===== config.mk =====
export PLATFORM = sky130hd
export DESIGN_NAME = scff_rot_cell
export DESIGN_NICKNAME = d
export VERILOG_FILES = /design/src/hw/rtl/scff_pkg.sv /design/src/hw/rtl/scff_rot_cell.sv
export SDC_FILE = /design/constraint.sdc
export NUM_CORES = 1
export LEC_CHECK = 0
export ABC_AREA = 0
export BUFFER_PORTS_ARGS = -buffer_cell sky130_fd_sc_hd__buf_2
export CAP_MARGIN = 40
export CELL_PAD_IN_SITES_DETAIL_PLACEMENT = 1
export CELL_PAD_IN_SITES_GLOBAL_PLACEMENT = 1
export CORE_MARGIN = 1
export CORE_UTILIZATION = 45
export DETAILED_ROUTE_END_ITERATION = 8
export PLACE_DENSITY_LB_ADDON = 0.1
export SLEW_MARGIN = 20
export SYNTH_ARGS = -nofsm -noshare
export SYNTH_HDL_FRONTEND = slang
export SYNTH_SLANG_ARGS = --single-unit

===== constraint.sdc =====
create_clock -name clk -period 6.2 [get_ports clk]
set_input_delay 0.31 -clock clk [delete_from_list [all_inputs] [get_ports clk]]
set_output_delay 0.31 -clock clk [all_outputs]
set_load 0.01 [all_outputs]

===== src/hw/rtl/scff_pkg.sv =====
`timescale 1ns / 1ps
package scff_pkg;

  localparam int ANGLE_BITS_DEF    = 24;
  localparam int FLUX_BITS_DEF     = 48;
  localparam int CORDIC_STAGES_DEF = 24;

  // Q1.22 datapath widths
  localparam int QW  = 28;  // CORDIC x/y
  localparam int ZW  = 34;  // CORDIC angle, 2^-32 turn units
  localparam int CW  = 24;  // clamped sin/cos/dot
  localparam int PW  = 48;  // products
  localparam int SQW = 46;  // square-root remainder and root
  localparam int SQ_STEPS = 23;

  localparam logic signed [QW-1:0] Q_ONE    = QW'(4194304);
  localparam logic signed [QW-1:0] INV_GAIN = QW'(2547003);

  localparam int CFG_IDX_W = 3;
  typedef logic [CFG_IDX_W-1:0] cfg_idx_t;
  localparam cfg_idx_t REG_CENTER_RA     = 3'd0;
  localparam cfg_idx_t REG_CENTER_DEC    = 3'd1;
  localparam cfg_idx_t REG_SEARCH_RADIUS = 3'd2;
  localparam cfg_idx_t REG_FLUX_MIN      = 3'd3;
  localparam cfg_idx_t REG_FLUX_MAX      = 3'd4;

  typedef struct packed {
    logic signed [QW-1:0] x;
    logic signed [QW-1:0] y;
    logic signed [ZW-1:0] z;
  } cordic_t;

  typedef struct packed {
    logic [SQW-1:0] v;
    logic [SQW-1:0] r;
  } sqrt_t;

  function automatic logic signed [ZW-1:0] atan_turn(input int idx);
    logic [31:0] a;
    case (idx)
      0:  a = 32'd536870912;
      1:  a = 32'd316933406;
      2:  a = 32'd167458907;
      3:  a = 32'd85004756;
      4:  a = 32'd42667331;
      5:  a = 32'd21354465;
      6:  a = 32'd10679838;
      7:  a = 32'd5340245;
      8:  a = 32'd2670163;
      9:  a = 32'd1335087;
      10: a = 32'd667544;
      11: a = 32'd333772;
      12: a = 32'd166886;
      13: a = 32'd83443;
      14: a = 32'd41722;
      15: a = 32'd20861;
      16: a = 32'd10430;
      17: a = 32'd5215;
      18: a = 32'd2608;
      19: a = 32'd1304;
      20: a = 32'd652;
      21: a = 32'd326;
      22: a = 32'd163;
      23: a = 32'd81;
      24: a = 32'd41;
      25: a = 32'd20;
      26: a = 32'd10;
      27: a = 32'd5;
      28: a = 32'd3;
      29: a = 32'd1;
      30: a = 32'd1;
      default: a = 32'd0;
    endcase
    return signed'(ZW'(a));
  endfunction

  function automatic logic signed [PW-1:0] round22(input logic signed [PW-1:0] v);
    return (v + PW'(64'sd2097152)) >>> 22;
  endfunction

  function automatic logic signed [CW-1:0] clamp_one(input logic signed [PW-1:0] v);
    logic signed [PW-1:0] r;
    r = v;
    if (v > PW'(Q_ONE)) r = PW'(Q_ONE);
    if (v < -PW'(Q_ONE)) r = -PW'(Q_ONE);
    return r[CW-1:0];
  endfunction

endpackage


===== src/hw/rtl/scff_rot_cell.sv =====
`timescale 1ns / 1ps
// one rotation-mode CORDIC micro-rotation, registered
module scff_rot_cell #(
  parameter int IDX = 0
) (
  input  logic              clk,
  input  logic              en,
  input  scff_pkg::cordic_t d_in,
  input  logic [1:0]        q_in,
  output scff_pkg::cordic_t d_out,
  output logic [1:0]        q_out
);
  scff_pkg::cordic_t d_nxt;
  logic signed [scff_pkg::QW-1:0] dx, dy;

  always_comb begin
    dx = d_in.y >>> IDX;
    dy = d_in.x >>> IDX;
    if (d_in.z >= 0) begin
      d_nxt.x = d_in.x - dx;
      d_nxt.y = d_in.y + dy;
      d_nxt.z = d_in.z - scff_pkg::atan_turn(IDX);
    end else begin
      d_nxt.x = d_in.x + dx;
      d_nxt.y = d_in.y - dy;
      d_nxt.z = d_in.z + scff_pkg::atan_turn(IDX);
    end
  end

  always_ff @(posedge clk) begin
    if (en) begin
      d_out <= d_nxt;
      q_out <= q_in;
    end
  end
endmodule


==> out/qor.yml <==
status: "completed"
p_sw_uw: 765
slowest_delay_ns: 0.58
synth_top_area_share_pct: 34.5
dp_hpwl_um: 20400
synth_common_cells: "a21oi_1, ha_1, edfxtp_1"
worstHoldStart: "q_in[0]"
cts_resized: 0
fp.dieArea_sq_um: 18100
synth_area_leaders: "edfxtp_1, ha_1, a21oi_1, xnor2_1, inv_1"
crit_chain: "buf_2 > inv_1 > ha_1 > nor4b_1 > nand4_1 > o41a_2 > buf_4 > clkinv_1 > buf_4 > o21ai_0 > o32ai_1 > xnor2_1"
gp_congestion: 0.930
antenna_cells: 0
worst_setup_path_start_kind: "input pin"
grt_pass1_wl_um: 39700
rows: 48
crit_start: "d_in[33]"
p_int_uw: 1380
drc: 0
drtIter0Drc: 404
path_clk_slew_ns: 0.08
io_buffers: 185
synth_edf_count: 91
dp_slack_ns: 2.21
path_buf_inv: 5
htreeDepth: 3
fin_crit_ns: 3.56
wirelength_um: 25900
area_growth_pct: 16.5
synth_fp_nets: 1067
synthCells: 877
end_kind: "flip-flop"
max-vdd-ir-drop_mv: 0.144
clkSinkCount: 91
critical_path_arrival_ns: 3.67
finalMaxSlewViolations: 0
critPathSlowestCell: "buf_4"
setup_tns_ns: 0
die_w_um: 135
worstHoldPathType: "in2reg"
holdWs_ns: 0.139
cts_tree: "built"
sequentialPowerShare_pct: 37.8
crit_required_ns: 6.31
worst_pin_slew_ns: 0.853
synth.most_common_cell: "a21oi_1"
grt_max_degree: 64
synth_warnings: 0
netSwitchingFraction_pct: 35.7
num_vias: 7347
async_flop_share_pct: 0
fin_crit_sh_pct: 57.4
yosysSeqAreaShare_pct: 34.5
critPathMaxFanout: 61
clock_power_share_pct: 28.3
crit_family: "buffers and inverters"
synth_largest_area_cell: "edfxtp_1"
setup_violations: 0
antenna_found_initial: 0
slew_headroom_pct: 42.4
power_frac_comb_pct: 33.9
ys.flop_type: "edfxtp_1"
leakage_uw: 0.00405
grt_overflow: 0
cp_common_cell: "buf_4"
syn_area_per_cell_sq_um: 9.03
cts_root_buf: "clkbuf_16"
hold_viol: 0
ctsHoldBuffers: 0
ios: 186
power.density_nw_per_um2: 232
max_freq_mhz: 281
post-cts-setup-buffers: 0
n_fill_cell: 2123
nets: 1231
initial_core_util_pct: 45.9
core_sq_um: 17200
maxCapViolCount: 0
ant_nets: 0
grt_usage_pct: 28.6
design_area_sq_um: 9230
worstSetupPathType: "in2reg"
cts.path.max_buffers: 2
drive_gt1_share_pct: 21.4
grt_pass1_vias: 7307
synth_cell_types: 72
post_drt_wl_per_cell_um: 20.4
die_h_um: 135
synth_area_sq_um: 7920
place_inst: 1255
finalNonFillerCells: 1271
placed_cell_area_sq_um: 8910
ys_seq_elements: 91
post_drt_via_cell_ratio: 5.78
grt_setup_unrepaired: "no"
drtPass1Iterations: 5
cts_buffers: 9
setup_ws_ns: 2.64
[kinds of logic (layout without fill, tap and decap cells)]
kind of cell             count (synthesis)  after routing  share of synthesized area, %
multiplexers                             7              7                         0.900
adder cells (fa/ha/maj)                 96             96                          15.5
flip-flops                              91             91                          34.5
buffers and inverters                  124            293                          7.30
AND/OR/NAND/NOR                        242            242                          15.1
XOR/XNOR                                54             54                          5.97
AO/OA/AOI/OAI                          263            263                          20.7
[registers in the layout, indices dropped and copies added (netlist names)]
name,cells
d_out,89
q_out,2
[metal layers]
layer	routed length [um]	global-route usage [%]	vias up
met5	0	0	-
met4	688	9.61	0
met3	1470	4.58	47
met2	12400	49.3	246
met1	11300	36.3	3562
li1	-	-	3492
[stage by stage]
step	power (uW)	utilization, %
2_1_floorplan	1270	-
3_3_place_gp	1530	51.7
3_5_place_dp	1540	51.7
4_1_cts	2150	53.5
5_1_grt	2240	53.5
6_report	2140	53.5
[power by group through the flow]
stage / Sequential [uW] / Combinational, uW / Clock, uW
finish: 811 / 727 / 607
global route: 818 / 790 / 635
CTS: 813 / 723 / 618
detailed placement: 826 / 718 / 0
global placement: 822 / 704 / 0
floorplan: 870 / 404 / 0
[cell usage in the layout, fill, tap and decap left out, types with 5 or more instances in the layout]
cell type,count
clkbuf_16,9
ha_1,92
o21bai_1,8
nand2b_1,6
a21o_1,9
o31ai_1,11
buf_2,184
edfxtp_1,91
mux2i_1,6
nor2b_1,11
nand4_1,10
nor4_1,16
o21a_1,7
nor2_1,70
nand2_1,48
o21ai_0,57
a21boi_0,5
a211oi_1,6
nand3_1,27
nor3_1,22
or3_1,7
xnor2_1,48
xor2_1,6
a21oi_1,108
inv_1,83
a31oi_1,7
[worst paths after layout]
kind                        end  cells after the start  slack (ns)
worst min-delay path   q_out[0]                      1        0.14
worst max-delay path  d_out[76]                     12        2.64
[final cells by class]
| class | instances | area [sq um] | area share [%] |
|---|---|---|---|
| well taps | 225 | 282 | 3.05 |
| multi-input cells | 662 | 4610 | 50.0 |
| inverters | 88 | 330 | 3.58 |
| flip-flops and latches | 91 | 2730 | 29.6 |
| repair buffers | 189 | 955 | 10.3 |
| clock buffers | 9 | 225 | 2.44 |
| clock inverters | 7 | 93.8 | 1.02 |
(Power assumes the default switching activity.)
