===== config.mk =====
export PLATFORM = sky130hd
export DESIGN_NAME = scff_sqrt_cell
export DESIGN_NICKNAME = d
export VERILOG_FILES = /design/src/hw/rtl/scff_pkg.sv /design/src/hw/rtl/scff_sqrt_cell.sv
export SDC_FILE = /design/constraint.sdc
export NUM_CORES = 1
export LEC_CHECK = 0
export BUFFER_PORTS_ARGS = -buffer_cell sky130_fd_sc_hd__buf_2
export CAP_MARGIN = 20
export CORE_UTILIZATION = 40
export DETAILED_ROUTE_END_ITERATION = 10
export PLACE_DENSITY = 0.76
export SETUP_SLACK_MARGIN = 0.5
export SLEW_MARGIN = 0
export SYNTH_ARGS = -nofsm -noshare
export SYNTH_HDL_FRONTEND = slang
export SYNTH_SLANG_ARGS = --single-unit

===== constraint.sdc =====
create_clock -name clk -period 4.3 [get_ports clk]
set_input_delay 0.43 -clock clk [delete_from_list [all_inputs] [get_ports clk]]
set_output_delay 0.43 -clock clk [all_outputs]
set_load 0.1 [all_outputs]

===== src/hw/rtl/scff_pkg.sv =====
`timescale 1ns / 1ps
package scff_pkg;

  localparam int ANGLE_BITS_DEF    = 24;
  localparam int FLUX_BITS_DEF     = 48;
  localparam int CORDIC_STAGES_DEF = 24;

  // Q1.22 datapath widths
  localparam int QW  = 28;  // CORDIC x/y
  localparam int ZW  = 34;  // CORDIC angle, 2^-32 turn units
  localparam int CW  = 24;  // clamped sin/cos/dot
  localparam int PW  = 48;  // products
  localparam int SQW = 46;  // square-root remainder and root
  localparam int SQ_STEPS = 23;

  localparam logic signed [QW-1:0] Q_ONE    = QW'(4194304);
  localparam logic signed [QW-1:0] INV_GAIN = QW'(2547003);

  localparam int CFG_IDX_W = 3;
  typedef logic [CFG_IDX_W-1:0] cfg_idx_t;
  localparam cfg_idx_t REG_CENTER_RA     = 3'd0;
  localparam cfg_idx_t REG_CENTER_DEC    = 3'd1;
  localparam cfg_idx_t REG_SEARCH_RADIUS = 3'd2;
  localparam cfg_idx_t REG_FLUX_MIN      = 3'd3;
  localparam cfg_idx_t REG_FLUX_MAX      = 3'd4;

  typedef struct packed {
    logic signed [QW-1:0] x;
    logic signed [QW-1:0] y;
    logic signed [ZW-1:0] z;
  } cordic_t;

  typedef struct packed {
    logic [SQW-1:0] v;
    logic [SQW-1:0] r;
  } sqrt_t;

  function automatic logic signed [ZW-1:0] atan_turn(input int idx);
    logic [31:0] a;
    case (idx)
      0:  a = 32'd536870912;
      1:  a = 32'd316933406;
      2:  a = 32'd167458907;
      3:  a = 32'd85004756;
      4:  a = 32'd42667331;
      5:  a = 32'd21354465;
      6:  a = 32'd10679838;
      7:  a = 32'd5340245;
      8:  a = 32'd2670163;
      9:  a = 32'd1335087;
      10: a = 32'd667544;
      11: a = 32'd333772;
      12: a = 32'd166886;
      13: a = 32'd83443;
      14: a = 32'd41722;
      15: a = 32'd20861;
      16: a = 32'd10430;
      17: a = 32'd5215;
      18: a = 32'd2608;
      19: a = 32'd1304;
      20: a = 32'd652;
      21: a = 32'd326;
      22: a = 32'd163;
      23: a = 32'd81;
      24: a = 32'd41;
      25: a = 32'd20;
      26: a = 32'd10;
      27: a = 32'd5;
      28: a = 32'd3;
      29: a = 32'd1;
      30: a = 32'd1;
      default: a = 32'd0;
    endcase
    return signed'(ZW'(a));
  endfunction

  function automatic logic signed [PW-1:0] round22(input logic signed [PW-1:0] v);
    return (v + PW'(64'sd2097152)) >>> 22;
  endfunction

  function automatic logic signed [CW-1:0] clamp_one(input logic signed [PW-1:0] v);
    logic signed [PW-1:0] r;
    r = v;
    if (v > PW'(Q_ONE)) r = PW'(Q_ONE);
    if (v < -PW'(Q_ONE)) r = -PW'(Q_ONE);
    return r[CW-1:0];
  endfunction

endpackage


===== src/hw/rtl/scff_sqrt_cell.sv =====
`timescale 1ns / 1ps
// one bit of a restoring integer square root, registered
module scff_sqrt_cell #(
  parameter int K = 0
) (
  input  logic                           clk,
  input  logic                           en,
  input  scff_pkg::sqrt_t                d_in,
  input  logic signed [scff_pkg::CW-1:0] dot_in,
  output scff_pkg::sqrt_t                d_out,
  output logic signed [scff_pkg::CW-1:0] dot_out
);
  localparam logic [scff_pkg::SQW-1:0] BIT =
    scff_pkg::SQW'(1) << (2 * (scff_pkg::SQ_STEPS - 1 - K));

  scff_pkg::sqrt_t d_nxt;
  logic [scff_pkg::SQW-1:0] trial;

  always_comb begin
    trial = d_in.r + BIT;
    if (d_in.v >= trial) begin
      d_nxt.v = d_in.v - trial;
      d_nxt.r = (d_in.r >> 1) + BIT;
    end else begin
      d_nxt.v = d_in.v;
      d_nxt.r = d_in.r >> 1;
    end
  end

  always_ff @(posedge clk) begin
    if (en) begin
      d_out   <= d_nxt;
      dot_out <= dot_in;
    end
  end
endmodule


==> metrics.md <==
| Metric | Value |
|---|---|
| Outcome | complete, no violations |
| Drt drc | 0 |
| Final Util | 51.8% |
| Leakage | around 4 nW |
| Count leader, synth | edfxtp_1 |
| Synthesis-to-finish area growth | 26.0% |
| Final net count | between 1,000 and 1,500 |
| Die height | 136 um |
| Worst path required time | about 4.5 ns |
| Crit Path Class | in -> reg |
| Post-synth top area cell | edfxtp_1 |
| PwrDens | around 500 nW/um^2 |
| Max-slew violations | 0 |
| Main synth FF type | edfxtp_1 |
| FF+latch count, synth | about 120 |
| DRT antenna net count | 0 |
| TritonCTS Sinks | 116 |
| Tot Pwr | 4.51 mW |
| Max cap viols | 0 |
| Top-level I/O count | 234 |
| Post-synth top area share | 48.8% |
| Overflow after GRT | 0 |
| CTS root buf | clkbuf_16 |
| Die ar. | 18,400 sq um |
| Starting Density | 41.1% |
| N_diodes | 0 |
| Detailed Route WL | around 18,000 um |
| Net Count, Synth | 848 |
| Peak VDD IR | 0.277 mV |
| Crit path DAT | roughly 3.1 ns |
| Fmax | 339 MHz |
| Setup TNS | 0 ns |
| Routed WL per cell | roughly 16 um |
| Initial DRC count | 373 |
| Least-Margin Pin Slew | 1.02 ns |
| Layout cell share with drive strength beyond 1 | 31.6% |
| Total Routing Usage GR | 20.5% |
| DP HPWL | 14,100 um |
| Async S/R FF share, synth | 0% |
| Count of input and output buffers | 233 |
| Reg clk slew, reported paths | approximately 0.06 ns |
| Initial antenna violation count | 0 |
| Yosys warns | 0 |
| Hold Violations, Final | 0 |
| CORE AREA | between 15,000 and 20,000 sq um |
| Post-cts resize count | 0 |
| Area post-placement | roughly 8400 sq um |
| Count of final setup violators | 0 |
| Minimum clock period | 2.95 ns |
| Synth cell types | 64 |
| Commonest cells post-synth | 116 x edfxtp_1, 81 x a21oi_1, 58 x inv_1 |
| CTS Buffer Depth | 2 |
| Largest net degree at the start of global routing | 78 |
| Via Count | 5,922 |
| Critical Path End Type | flip-flop |
| Fin crit share | 68.7% |
| Num CTS Buffers | 17 |
| GPL Wtd Cong | 0.849 |
| Mapped Cells | 683 |
| RSZ-0062 raised after global routing | no |
| Syn Std Cell Area | 7140 sq um |
| Vias in the first global route | 5,843 |
| Final Cell Area | around 9000 sq um |
| Row count | between 40 and 50 |
| Number of synthesized flops with an enable pin | 116 |
| Die Wd | 136 um |
| Slew HR | 32.0% |
| DR pass1 iterations | 7 |
| Setup Fix Bufs, Post-CTS | 0 |
| Tightest Hold Check Type | in -> reg |
| DR vias/cell | 5.18 |
| CP Max Fanout | 15 |
| Top post-synthesis cells by area | edfxtp_1 49%, ha_1 8.1%, a21oi_1 5.7%, inv_1 3.0%, nor2_1 2.8% |
| Post-synthesis average cell area | approximately 10 sq um |
| CTS Hold Bufs | 0 |
| H-tree depth | 4 |
| CTS tree | yes |
| First-pass GRT wire length | 29,000 um |
| Startpoint types | primary input |
| Sequential area share after synthesis | 48.8% |
-- cell families (layout without fill, tap and decap cells) --
family / count (synthesis) / in the layout / share of synthesized area (%)
DFF: 116 / 116 / 48.8
AOI/OAI and AO/OA: 201 / 201 / 18.1
xor gates and xnor gates: 38 / 38 / 4.66
adders and majority gates: 47 / 47 / 8.34
buffers and inverters: 92 / 327 / 5.89
and+or+nand+nor: 178 / 178 / 12.1
muxes: 11 / 11 / 2.03
-- path summary, 6_finish.rpt --
path,from,to,slack (ns),depth (start not counted)
max,d_in[46],d_out[47]$_DFFE_PP_,1.35,12
min,dot_in[2],dot_out[2]$_DFFE_PP_,0.18,1
-- per-layer routing --
| layer | track usage [%] | vias up | routed length [um] |
|---|---|---|---|
| li1 | - | 2972 | - |
| met1 | 26.1 | 2709 | 8230 |
| met2 | 33.2 | 221 | 8430 |
| met3 | 5.95 | 20 | 1510 |
| met4 | 6.74 | 0 | 244 |
| met5 | 0 | - | 0 |
-- cells in the final DEF (no fill, tap or decap), types with 20 or more instances in the layout --
cell / synthesis / final
a21oi_1: 81 / 81
edfxtp_1: 116 / 116
o21ai_0: 29 / 29
ha_1: 46 / 46
xnor2_1: 23 / 23
nand2_1: 47 / 47
nor2_1: 54 / 54
nand4_1: 20 / 20
inv_1: 58 / 58
buf_2: 15 / 232
-- worst max-delay path: stages --
cell and delay, ns:
buf_2 0.10, inv_1 0.04, ha_1 0.16, inv_1 0.06, fa_1 0.40, a21oi_1 0.24, o211ai_1 0.12, o211ai_1 0.21
nand3_1 0.25, a21oi_2 0.31, a21bo_2 0.42, mux2_2 0.38
-- sequential cells by signal (all words and copies together) (netlist names) --
register	count
d_out	92
dot_out	24
-- cell type report --
class	count	area (sq um)
repair buffers	237	1210
well taps	225	282
flip-flops and latches	116	3480
clock inverters	14	139
clock buffers	18	429
inverters	58	218
fillers	1613	8360
multi-input cells	475	3230
-- stage by stage --
stage                     hold WS [ns]  std cells  setup slack [ns]
after global routing             0.164       1143              1.17
after CTS                        0.167       1143              1.37
after floorplan                  0.529        683              1.50
after global placement           0.607       1111             0.978
final                            0.182       1143              1.35
after detailed placement         0.608       1111             0.914
-- power breakdown --
| part | total [mW] | leakage [nW] | internal, mW | switching (mW) |
|---|---|---|---|---|
| registers | 1.43 | 1.14 | 1.40 | 0.0278 |
| logic | 1.71 | 2.59 | 0.367 | 1.35 |
| clock network | 1.37 | 0.267 | 0.845 | 0.524 |
| total | 4.51 | 3.99 | 2.61 | 1.90 |
Note: power is estimated with default switching activity, not from simulation.
