==> config.mk <==
export PLATFORM = sky130hd
export DESIGN_NAME = scff_vec_cell
export DESIGN_NICKNAME = d
export VERILOG_FILES = /design/src/hw/rtl/scff_pkg.sv /design/src/hw/rtl/scff_vec_cell.sv
export SDC_FILE = /design/constraint.sdc
export NUM_CORES = 1
export LEC_CHECK = 0
export BUFFER_PORTS_ARGS = -buffer_cell sky130_fd_sc_hd__buf_4
export CAP_MARGIN = 40
export CORE_ASPECT_RATIO = 0.75
export CORE_MARGIN = 1
export CORE_UTILIZATION = 59
export DETAILED_ROUTE_END_ITERATION = 16
export PLACE_DENSITY = 0.87
export SYNTH_ARGS = -nofsm -noshare
export SYNTH_HDL_FRONTEND = slang
export SYNTH_SLANG_ARGS = --single-unit
==> constraint.sdc <==
create_clock -name clk -period 7.98 [get_ports clk]
set_input_delay 1.995 -clock clk [delete_from_list [all_inputs] [get_ports clk]]
set_output_delay 1.995 -clock clk [all_outputs]
set_load 0.05 [all_outputs]
==> src/hw/rtl/scff_pkg.sv <==
`timescale 1ns / 1ps
package scff_pkg;

  localparam int ANGLE_BITS_DEF    = 24;
  localparam int FLUX_BITS_DEF     = 48;
  localparam int CORDIC_STAGES_DEF = 24;

  // Q1.22 datapath widths
  localparam int QW  = 28;  // CORDIC x/y
  localparam int ZW  = 34;  // CORDIC angle, 2^-32 turn units
  localparam int CW  = 24;  // clamped sin/cos/dot
  localparam int PW  = 48;  // products
  localparam int SQW = 46;  // square-root remainder and root
  localparam int SQ_STEPS = 23;

  localparam logic signed [QW-1:0] Q_ONE    = QW'(4194304);
  localparam logic signed [QW-1:0] INV_GAIN = QW'(2547003);

  localparam int CFG_IDX_W = 3;
  typedef logic [CFG_IDX_W-1:0] cfg_idx_t;
  localparam cfg_idx_t REG_CENTER_RA     = 3'd0;
  localparam cfg_idx_t REG_CENTER_DEC    = 3'd1;
  localparam cfg_idx_t REG_SEARCH_RADIUS = 3'd2;
  localparam cfg_idx_t REG_FLUX_MIN      = 3'd3;
  localparam cfg_idx_t REG_FLUX_MAX      = 3'd4;

  typedef struct packed {
    logic signed [QW-1:0] x;
    logic signed [QW-1:0] y;
    logic signed [ZW-1:0] z;
  } cordic_t;

  typedef struct packed {
    logic [SQW-1:0] v;
    logic [SQW-1:0] r;
  } sqrt_t;

  function automatic logic signed [ZW-1:0] atan_turn(input int idx);
    logic [31:0] a;
    case (idx)
      0:  a = 32'd536870912;
      1:  a = 32'd316933406;
      2:  a = 32'd167458907;
      3:  a = 32'd85004756;
      4:  a = 32'd42667331;
      5:  a = 32'd21354465;
      6:  a = 32'd10679838;
      7:  a = 32'd5340245;
      8:  a = 32'd2670163;
      9:  a = 32'd1335087;
      10: a = 32'd667544;
      11: a = 32'd333772;
      12: a = 32'd166886;
      13: a = 32'd83443;
      14: a = 32'd41722;
      15: a = 32'd20861;
      16: a = 32'd10430;
      17: a = 32'd5215;
      18: a = 32'd2608;
      19: a = 32'd1304;
      20: a = 32'd652;
      21: a = 32'd326;
      22: a = 32'd163;
      23: a = 32'd81;
      24: a = 32'd41;
      25: a = 32'd20;
      26: a = 32'd10;
      27: a = 32'd5;
      28: a = 32'd3;
      29: a = 32'd1;
      30: a = 32'd1;
      default: a = 32'd0;
    endcase
    return signed'(ZW'(a));
  endfunction

  function automatic logic signed [PW-1:0] round22(input logic signed [PW-1:0] v);
    return (v + PW'(64'sd2097152)) >>> 22;
  endfunction

  function automatic logic signed [CW-1:0] clamp_one(input logic signed [PW-1:0] v);
    logic signed [PW-1:0] r;
    r = v;
    if (v > PW'(Q_ONE)) r = PW'(Q_ONE);
    if (v < -PW'(Q_ONE)) r = -PW'(Q_ONE);
    return r[CW-1:0];
  endfunction

endpackage

==> src/hw/rtl/scff_vec_cell.sv <==
`timescale 1ns / 1ps
// one vectoring-mode CORDIC micro-rotation, registered
module scff_vec_cell #(
  parameter int IDX = 0
) (
  input  logic              clk,
  input  logic              en,
  input  scff_pkg::cordic_t d_in,
  output scff_pkg::cordic_t d_out
);
  scff_pkg::cordic_t d_nxt;
  logic signed [scff_pkg::QW-1:0] dx, dy;

  always_comb begin
    dx = d_in.y >>> IDX;
    dy = d_in.x >>> IDX;
    if (d_in.y >= 0) begin
      d_nxt.x = d_in.x + dx;
      d_nxt.y = d_in.y - dy;
      d_nxt.z = d_in.z + scff_pkg::atan_turn(IDX);
    end else begin
      d_nxt.x = d_in.x - dx;
      d_nxt.y = d_in.y + dy;
      d_nxt.z = d_in.z - scff_pkg::atan_turn(IDX);
    end
  end

  always_ff @(posedge clk) begin
    if (en) d_out <= d_nxt;
  end
endmodule

==> results of run 1 <==
-- final timing paths --
kind | from | to | slack (ps) | cells after the start
max | d_in[42] | d_out[61]$_DFFE_PP_ | 3050 | 12
min | d_in[16] | d_out[16]$_DFFE_PP_ | 1820 | 1
-- cells in the final DEF, fill, tap and decap left out, types with 8 or more instances in the layout --
cell type / count
edfxtp_1: 89
a21oi_1: 97
nand3_1: 10
ha_1: 83
nand2_1: 31
o21bai_1: 18
clkbuf_16: 9
xnor2_1: 48
nor3_1: 20
a211oi_1: 8
o21ai_0: 51
nor4_1: 10
buf_4: 181
inv_1: 83
xor2_1: 8
nand2b_1: 12
mux2i_1: 9
nand4_1: 8
nor2_1: 66
a21o_1: 10
nor2b_1: 9
o21a_1: 8
-- cell usage after synthesis (11+ instances only) --
master | number | area (um^2)
xnor2_1 | 48 | 420.4
a21oi_1 | 97 | 485.5
nor2_1 | 66 | 247.7
o21bai_1 | 18 | 135.1
nor3_1 | 20 | 100.1
clkbuf_1 | 19 | 71.32
buf_2 | 11 | 55.05
nand2b_1 | 12 | 75.07
edfxtp_1 | 89 | 2673
inv_1 | 83 | 311.6
o21ai_0 | 51 | 255.2
ha_1 | 83 | 1039
nand2_1 | 31 | 116.4
-- per-stage QoR --
step	total power, uW	cell area [um^2]	util	setup slack (ps)
finish	1820	9092	0.7661	3051
global route	1887	9092	0.7661	2750
CTS	1811	9090	0.7659	3150
detailed placement	1391	8797	0.7412	2811
global placement	1374	8742	0.7366	2820
floorplan	1147	7348	-	3257
-- where the power goes --
part / leakage, uW / switching [uW] / internal, uW
combinational: 0.00298 / 522 / 253
clock: 0.000143 / 201 / 221
sequential: 0.000871 / 23.4 / 600
-- area by class of cell --
class                           instances  area, um^2  share of cell area
Multi-Input combinational cell        584        4174              0.4591
Inverter                               89       334.1             0.03674
Sequential cell                        89        2673              0.2939
Tap cell                              162       202.7             0.02229
Timing Repair Buffer                  183        1414              0.1555
Antenna cell                            1       2.502           0.0002752
Clock buffer                            9       225.2             0.02477
Clock inverter                          7       67.56            0.007431
-- worst max-delay path: stages --
cell and delay (ps):
buf_4 90, inv_1 50, ha_1 510, nand2_1 210, a221o_1 300, a211oi_1 400
nor2_1 150, o21ai_0 510, nor4_1 150, o31ai_1 320, o21ai_0 160, xor2_1 160
-- cell families (layout without fill, tap and decap cells) --
| family | count (synthesis) | in the layout | synth area share |
|---|---|---|---|
| other cells | 0 | 1 | 0 |
| mux | 9 | 9 | 0.01226 |
| xor+xnor | 56 | 56 | 0.06675 |
| compound gates | 250 | 250 | 0.2193 |
| flops | 89 | 89 | 0.3637 |
| buf+inv | 127 | 288 | 0.06828 |
| simple gates | 183 | 183 | 0.1202 |
| fa+ha+maj | 86 | 86 | 0.1495 |
-- layer usage --
layer / vias to the layer above / GRT usage / routed length [um]
li1: 3183 / - / -
met1: 3194 / 0.4797 / 9013
met2: 471 / 0.4949 / 9388
met3: 47 / 0.07112 / 2629
met4: 0 / 0.1052 / 501
met5: - / 0 / 0
==> reports/summary.txt, run 1 <==
outcome: complete, no violations
Mapped Cells: 800
post-synthesis sequential area ratio: 0.3637
vias in the first global route: 6183
Total GRT Usage: 0.3321
Max Clock Freq: 202.9 MHz
mapped cell area: 7348 um^2
pin count of the biggest net entering global routing: 77
final hold vios: 0
routed vias: 6895
initial antenna violation count: 1
Die Ht: 98.65 um
fin crit share: 0.6177
die footprint: 12910 um^2
Ports: 182
critical path startpoint category: primary input
GR Overflow Total: 0
Num CTS Buffers: 9
# fillers: 856
post-synthesis net count: 978
setup TNS: 0 ps
Arr. time, crit path: 5020 ps
clock sink count: 89
Hold Crit Class: in2reg
post-DP HPWL: 16.74 mm
row count: 34
Worst slew margin: 0.4563
ANT nets after route: 0
Crit. End Element: register
DR iter-0 viols: 987
H-tree depth: 3
CTS clk-pin slew, worst paths: 70 ps
Mapped Avg Cell Area: 9.185 um^2
Max clock buf depth: 2
RSZ-0062 raised after global routing: no
Leak: 0.003990 uW
top flop regs: d_out: 89 flops
layout net count: 1134
area grow syn2layout: 23.74%
placed cell count: 1107
drt drc: 0
Initial Util: 0.6191
layout cells sized above 1: 0.2196
hold slack final: 1821 ps
Setup-failing EPs final: 0
PostCTS Resize Cnt: 0
number of flops mapped to enable cells by yosys: 89
final wirelength: 21.53 mm
postcts setup bufs: 0
Max Cap Viol: 0
Vias/cell: 6.134
Largest register FFs: 89
Top reg by flops: d_out
Die X: 130.9 um
Peak VDD IR: 0.1375 mV
global-route wire length before repair: 32.74 mm
port buffer count: 181
Final GP Congestion: 1.023
post-synthesis cell type count: 70
TritonCTS clock tree: done
CTS Hold Bufs: 0
WL/cell: 19.16 um
final non-filler cell total: 1124
root buffer cell: clkbuf_16
Final min period: 4929 ps
Slew Limit Fails: 0
Synth async-reset ratio: 0
iteration count of the initial detailed-routing pass: 6
crit path max fanout: 11
Seq cells post-synth: 89
Core Region: 11870 um^2
Ys Warns: 0
Worst Path Required: 8070 ps
CP Class: in2reg
pwr/cell area: 200.2 nW/um^2
Slew @ Worst Pin: 808.0 ps
predominant post-synthesis flop cell: edfxtp_1
Power figures use the tool's default switching activity.
==> run 2: changes to the inputs <==
ABC_AREA = 1   (was not set)
CORE_UTILIZATION = 52   (was 59)
PLACE_DENSITY = 0.79   (was 0.87)
clock period = 4.5 ns   (was 7.98 ns; I/O delays follow)
==> reports/summary.txt, run 2 <==
CP Cell Sequence: buf_4 -> ha_1 -> inv_1 -> fa_1 -> inv_1 -> nand2_1 -> nor2_1 -> nor2_1 -> o21ai_1 -> nand2_1 -> nand3_1 -> nand2_1 -> nand3_1 -> nand2_1 (was buf_4 -> inv_1 -> ha_1 -> nand2_1 -> a221o_1 -> a211oi_1 -> nor2_1 -> o21ai_0 -> nor4_1 -> o31ai_1 -> o21ai_0 -> xor2_1)
post-synthesis net count: 1528 (was 978)
Die X: 154.6 um (was 130.9 um)
drt drc: 0 (unchanged)
most common cell in the netlist: nand2_1 (was a21oi_1)
Slew @ Worst Pin: 897.7 ps (was 808.0 ps)
Slew Limit Fails: 0 (unchanged)
hold endpoint: d_out[25]$_DFFE_PP_ (was d_out[16]$_DFFE_PP_)
Crit path top cell by count: nand2_1 (was o21ai_0)
Worst slew margin: 0.4009 (was 0.4563)
PostCTS Resize Cnt: 0 (unchanged)
Peak VDD IR: 0.1713 mV (was 0.1375 mV)
global-route wire length before repair: 44.01 mm (was 32.74 mm)
clock sink count: 89 (unchanged)
Net Switching: 1452 uW (was 745.9 uW)
Mapped Cells: 1350 (was 800)
Final GP Congestion: 1.038 (was 1.023)
vias in the first global route: 8391 (was 6183)
GR Overflow Total: 0 (unchanged)
Setup-failing EPs final: 0 (unchanged)
routed vias: 9471 (was 6895)
Area contributors post-synth: edfxtp_1 (29%), nand2_1 (17%), ha_1 (11%) (was edfxtp_1 (36%), ha_1 (14%), a21oi_1 (6.6%))
Core Region: 16930 um^2 (was 11870 um^2)
Synth top area share: 0.2942 (was 0.3637)
port buffer count: 181 (unchanged)
Largest register FFs: 89 (unchanged)
Max Clock Freq: 319.0 MHz
final hold vios: 0 (unchanged)
Hold Crit Class: in2reg (unchanged)
RSZ-0062 raised after global routing: no (unchanged)
Num CTS Buffers: 9 (unchanged)
postcts setup bufs: 0 (unchanged)
Initial Util: 0.5366 (was 0.6191)
pin count of the biggest net entering global routing: 63 (was 77)
critical path startpoint category: primary input (unchanged)
layout net count: 1687 (was 1134)
area grow syn2layout: 18.70% (was 23.74%)
clock group share of total power: 0.231 (was 0.232)
Max Cap Viol: 0 (unchanged)
post-synth top area cell: edfxtp_1 (unchanged)
Final min period: 3135 ps
WL/cell: 16.78 um (was 19.16 um)
most frequent cells in the layout: nand2_1 (422), inv_1 (234), buf_4 (186), nand3_1 (126), edfxtp_1 (89) (was buf_4 (181), a21oi_1 (97), edfxtp_1 (89), inv_1 (83), ha_1 (83))
mapped cell area: 9084 um^2 (was 7348 um^2)
Synth async-reset ratio: 0 (unchanged)
H-tree depth: 3 (unchanged)
final non-filler cell total: 1729 (was 1124)
placed cell count: 1713 (was 1107)
CTS Hold Bufs: 0 (unchanged)
Worst path slowest cell: fa_1 (was ha_1)
initial antenna violation count: 0 (was 1)
most common cell after layout, fill and taps aside: nand2_1 (was buf_4)
pwr/cell area: 307.9 nW/um^2 (was 200.2 nW/um^2)
Hold Crit Start: d_in[25] (was d_in[16])
final wirelength: 29.01 mm (was 21.53 mm)
Leak: 0.005747 uW (was 0.003990 uW)
CTS clk-pin slew, worst paths: 70 ps (about the same)
Seq cells post-synth: 89 (unchanged)
CP Depth: 14 (was 12)
setup TNS: 0 ps (unchanged)
CP Class: in2reg (unchanged)
Pint: 1868 uW (was 1075 uW)
root buffer cell: clkbuf_16 (unchanged)
Ys Warns: 0 (unchanged)
TritonCTS clock tree: done (unchanged)
CP bufs+invs: 3 (was 2)
CP max stage delay: 410 ps (was 510 ps)
row count: 41 (was 34)
worst hold path depth: 1 (unchanged)
top flop regs: d_out: 89 flops (unchanged)
n_diodes: 0 (was 1)
predominant post-synthesis flop cell: edfxtp_1 (unchanged)
Top delay family on crit path: simple AND/OR/NAND/NOR gates (was compound AO/OA/AOI/OAI gates)
switching share of power: 0.4374 (was 0.4097)
die footprint: 18010 um^2 (was 12910 um^2)
crit path max fanout: 3 (was 11)
Worst Path Required: 4600 ps (was 8070 ps)
Mapped Avg Cell Area: 6.729 um^2 (was 9.185 um^2)
synth cell count leaders: nand2_1 (422), inv_1 (234), nand3_1 (126), edfxtp_1 (89), a21oi_1 (84) (was a21oi_1 (97), edfxtp_1 (89), ha_1 (83), inv_1 (83), nor2_1 (66))
Arr. time, crit path: 3240 ps (was 5020 ps)
Vias/cell: 5.478 (was 6.134)
post-synthesis cell type count: 39 (was 70)
hold slack final: 940.8 ps (was 1821 ps)
iteration count of the initial detailed-routing pass: 9 (was 6)
post-DP HPWL: 24.04 mm (was 16.74 mm)
Ports: 182 (unchanged)
fin crit share: 0.6966
ANT nets after route: 0 (unchanged)
Top reg by flops: d_out (unchanged)
Crit. End Element: register (unchanged)
Max clock buf depth: 2 (unchanged)
outcome: complete, no violations (unchanged)
DR iter-0 viols: 944 (was 987)
post-synthesis sequential area ratio: 0.2942 (was 0.3637)
number of flops mapped to enable cells by yosys: 89 (unchanged)
Comb power frac: 0.445 (was 0.426)
layout cells sized above 1: 0.1664 (was 0.2196)
Die Ht: 116.5 um (was 98.65 um)
Total GRT Usage: 0.3228 (was 0.3321)
sequential share of power: 0.324 (was 0.342)
==> run 2: changes by cell type after synthesis, moves of 16 or more <==
cell and delta:
nand2_1 +391, inv_1 +151, nand3_1 +116, xnor2_1 -46, nand4_1 +21, nor3_1 -17, nor2_2 +16
==> run 2: worst max-delay path by stage <==
stage,start,slack [ps],endpoint
after global placement,d_in[34],1110,d_out[56]$_DFFE_PP_
final,d_in[34],1370,d_out[56]$_DFFE_PP_
after floorplan,d_in[34],1670,d_out[56]$_DFFE_PP_
after CTS,d_in[34],1430,d_out[56]$_DFFE_PP_
after global routing,d_in[34],1180,d_out[84]$_DFFE_PP_
after detailed placement,d_in[34],1070,d_out[56]$_DFFE_PP_
==> run 2: layer usage <==
metal  track usage  part of all wire
met1        0.4614              0.46
met2        0.4893              0.41
met3       0.07050              0.11
met4       0.09505             0.022
met5             0                 0
==> run 2: cell type report <==
| type | count | area [um^2] |
|---|---|---|
| fill | 1579 | 6146 |
| timing repair buffer | 186 | 1396 |
| multi-input combinational | 980 | 5240 |
| clock buffer | 9 | 225.2 |
| inverter | 243 | 912.1 |
| clock inverter | 7 | 67.56 |
| tap | 215 | 269.0 |
| sequential | 89 | 2673 |
==> run 2: logic make-up after synthesis <==
kind of cell / Yosys count / synth area share
and+or+nand+nor: 693 / 0.3255
buffers and inverters: 281 / 0.1289
AOI/OAI and AO/OA: 177 / 0.1072
DFF: 89 / 0.2942
adders and majority gates: 86 / 0.1209
xor gates and xnor gates: 23 / 0.02218
muxes: 1 / 0.001102
==> run 2: power by group through the flow <==
stage	logic, uW	clock network, uW	registers (uW)
2_1_floorplan	653	0	1440
3_3_place_gp	1430	0	1090
3_5_place_dp	1450	0	1100
4_1_cts	1450	775	1080
5_1_grt	1590	808	1080
6_report	1480	766	1080
==> run 2: through the flow <==
step	power, uW	setup slack, ps	cell area, um^2	utilization
after floorplan	2092	1671	9084	-
after global placement	2527	1109	10490	0.6197
after detailed placement	2544	1071	10490	0.6197
after CTS	3306	1430	10780	0.6370
after global routing	3483	1181	10780	0.6370
final	3320	1365	10780	0.6370
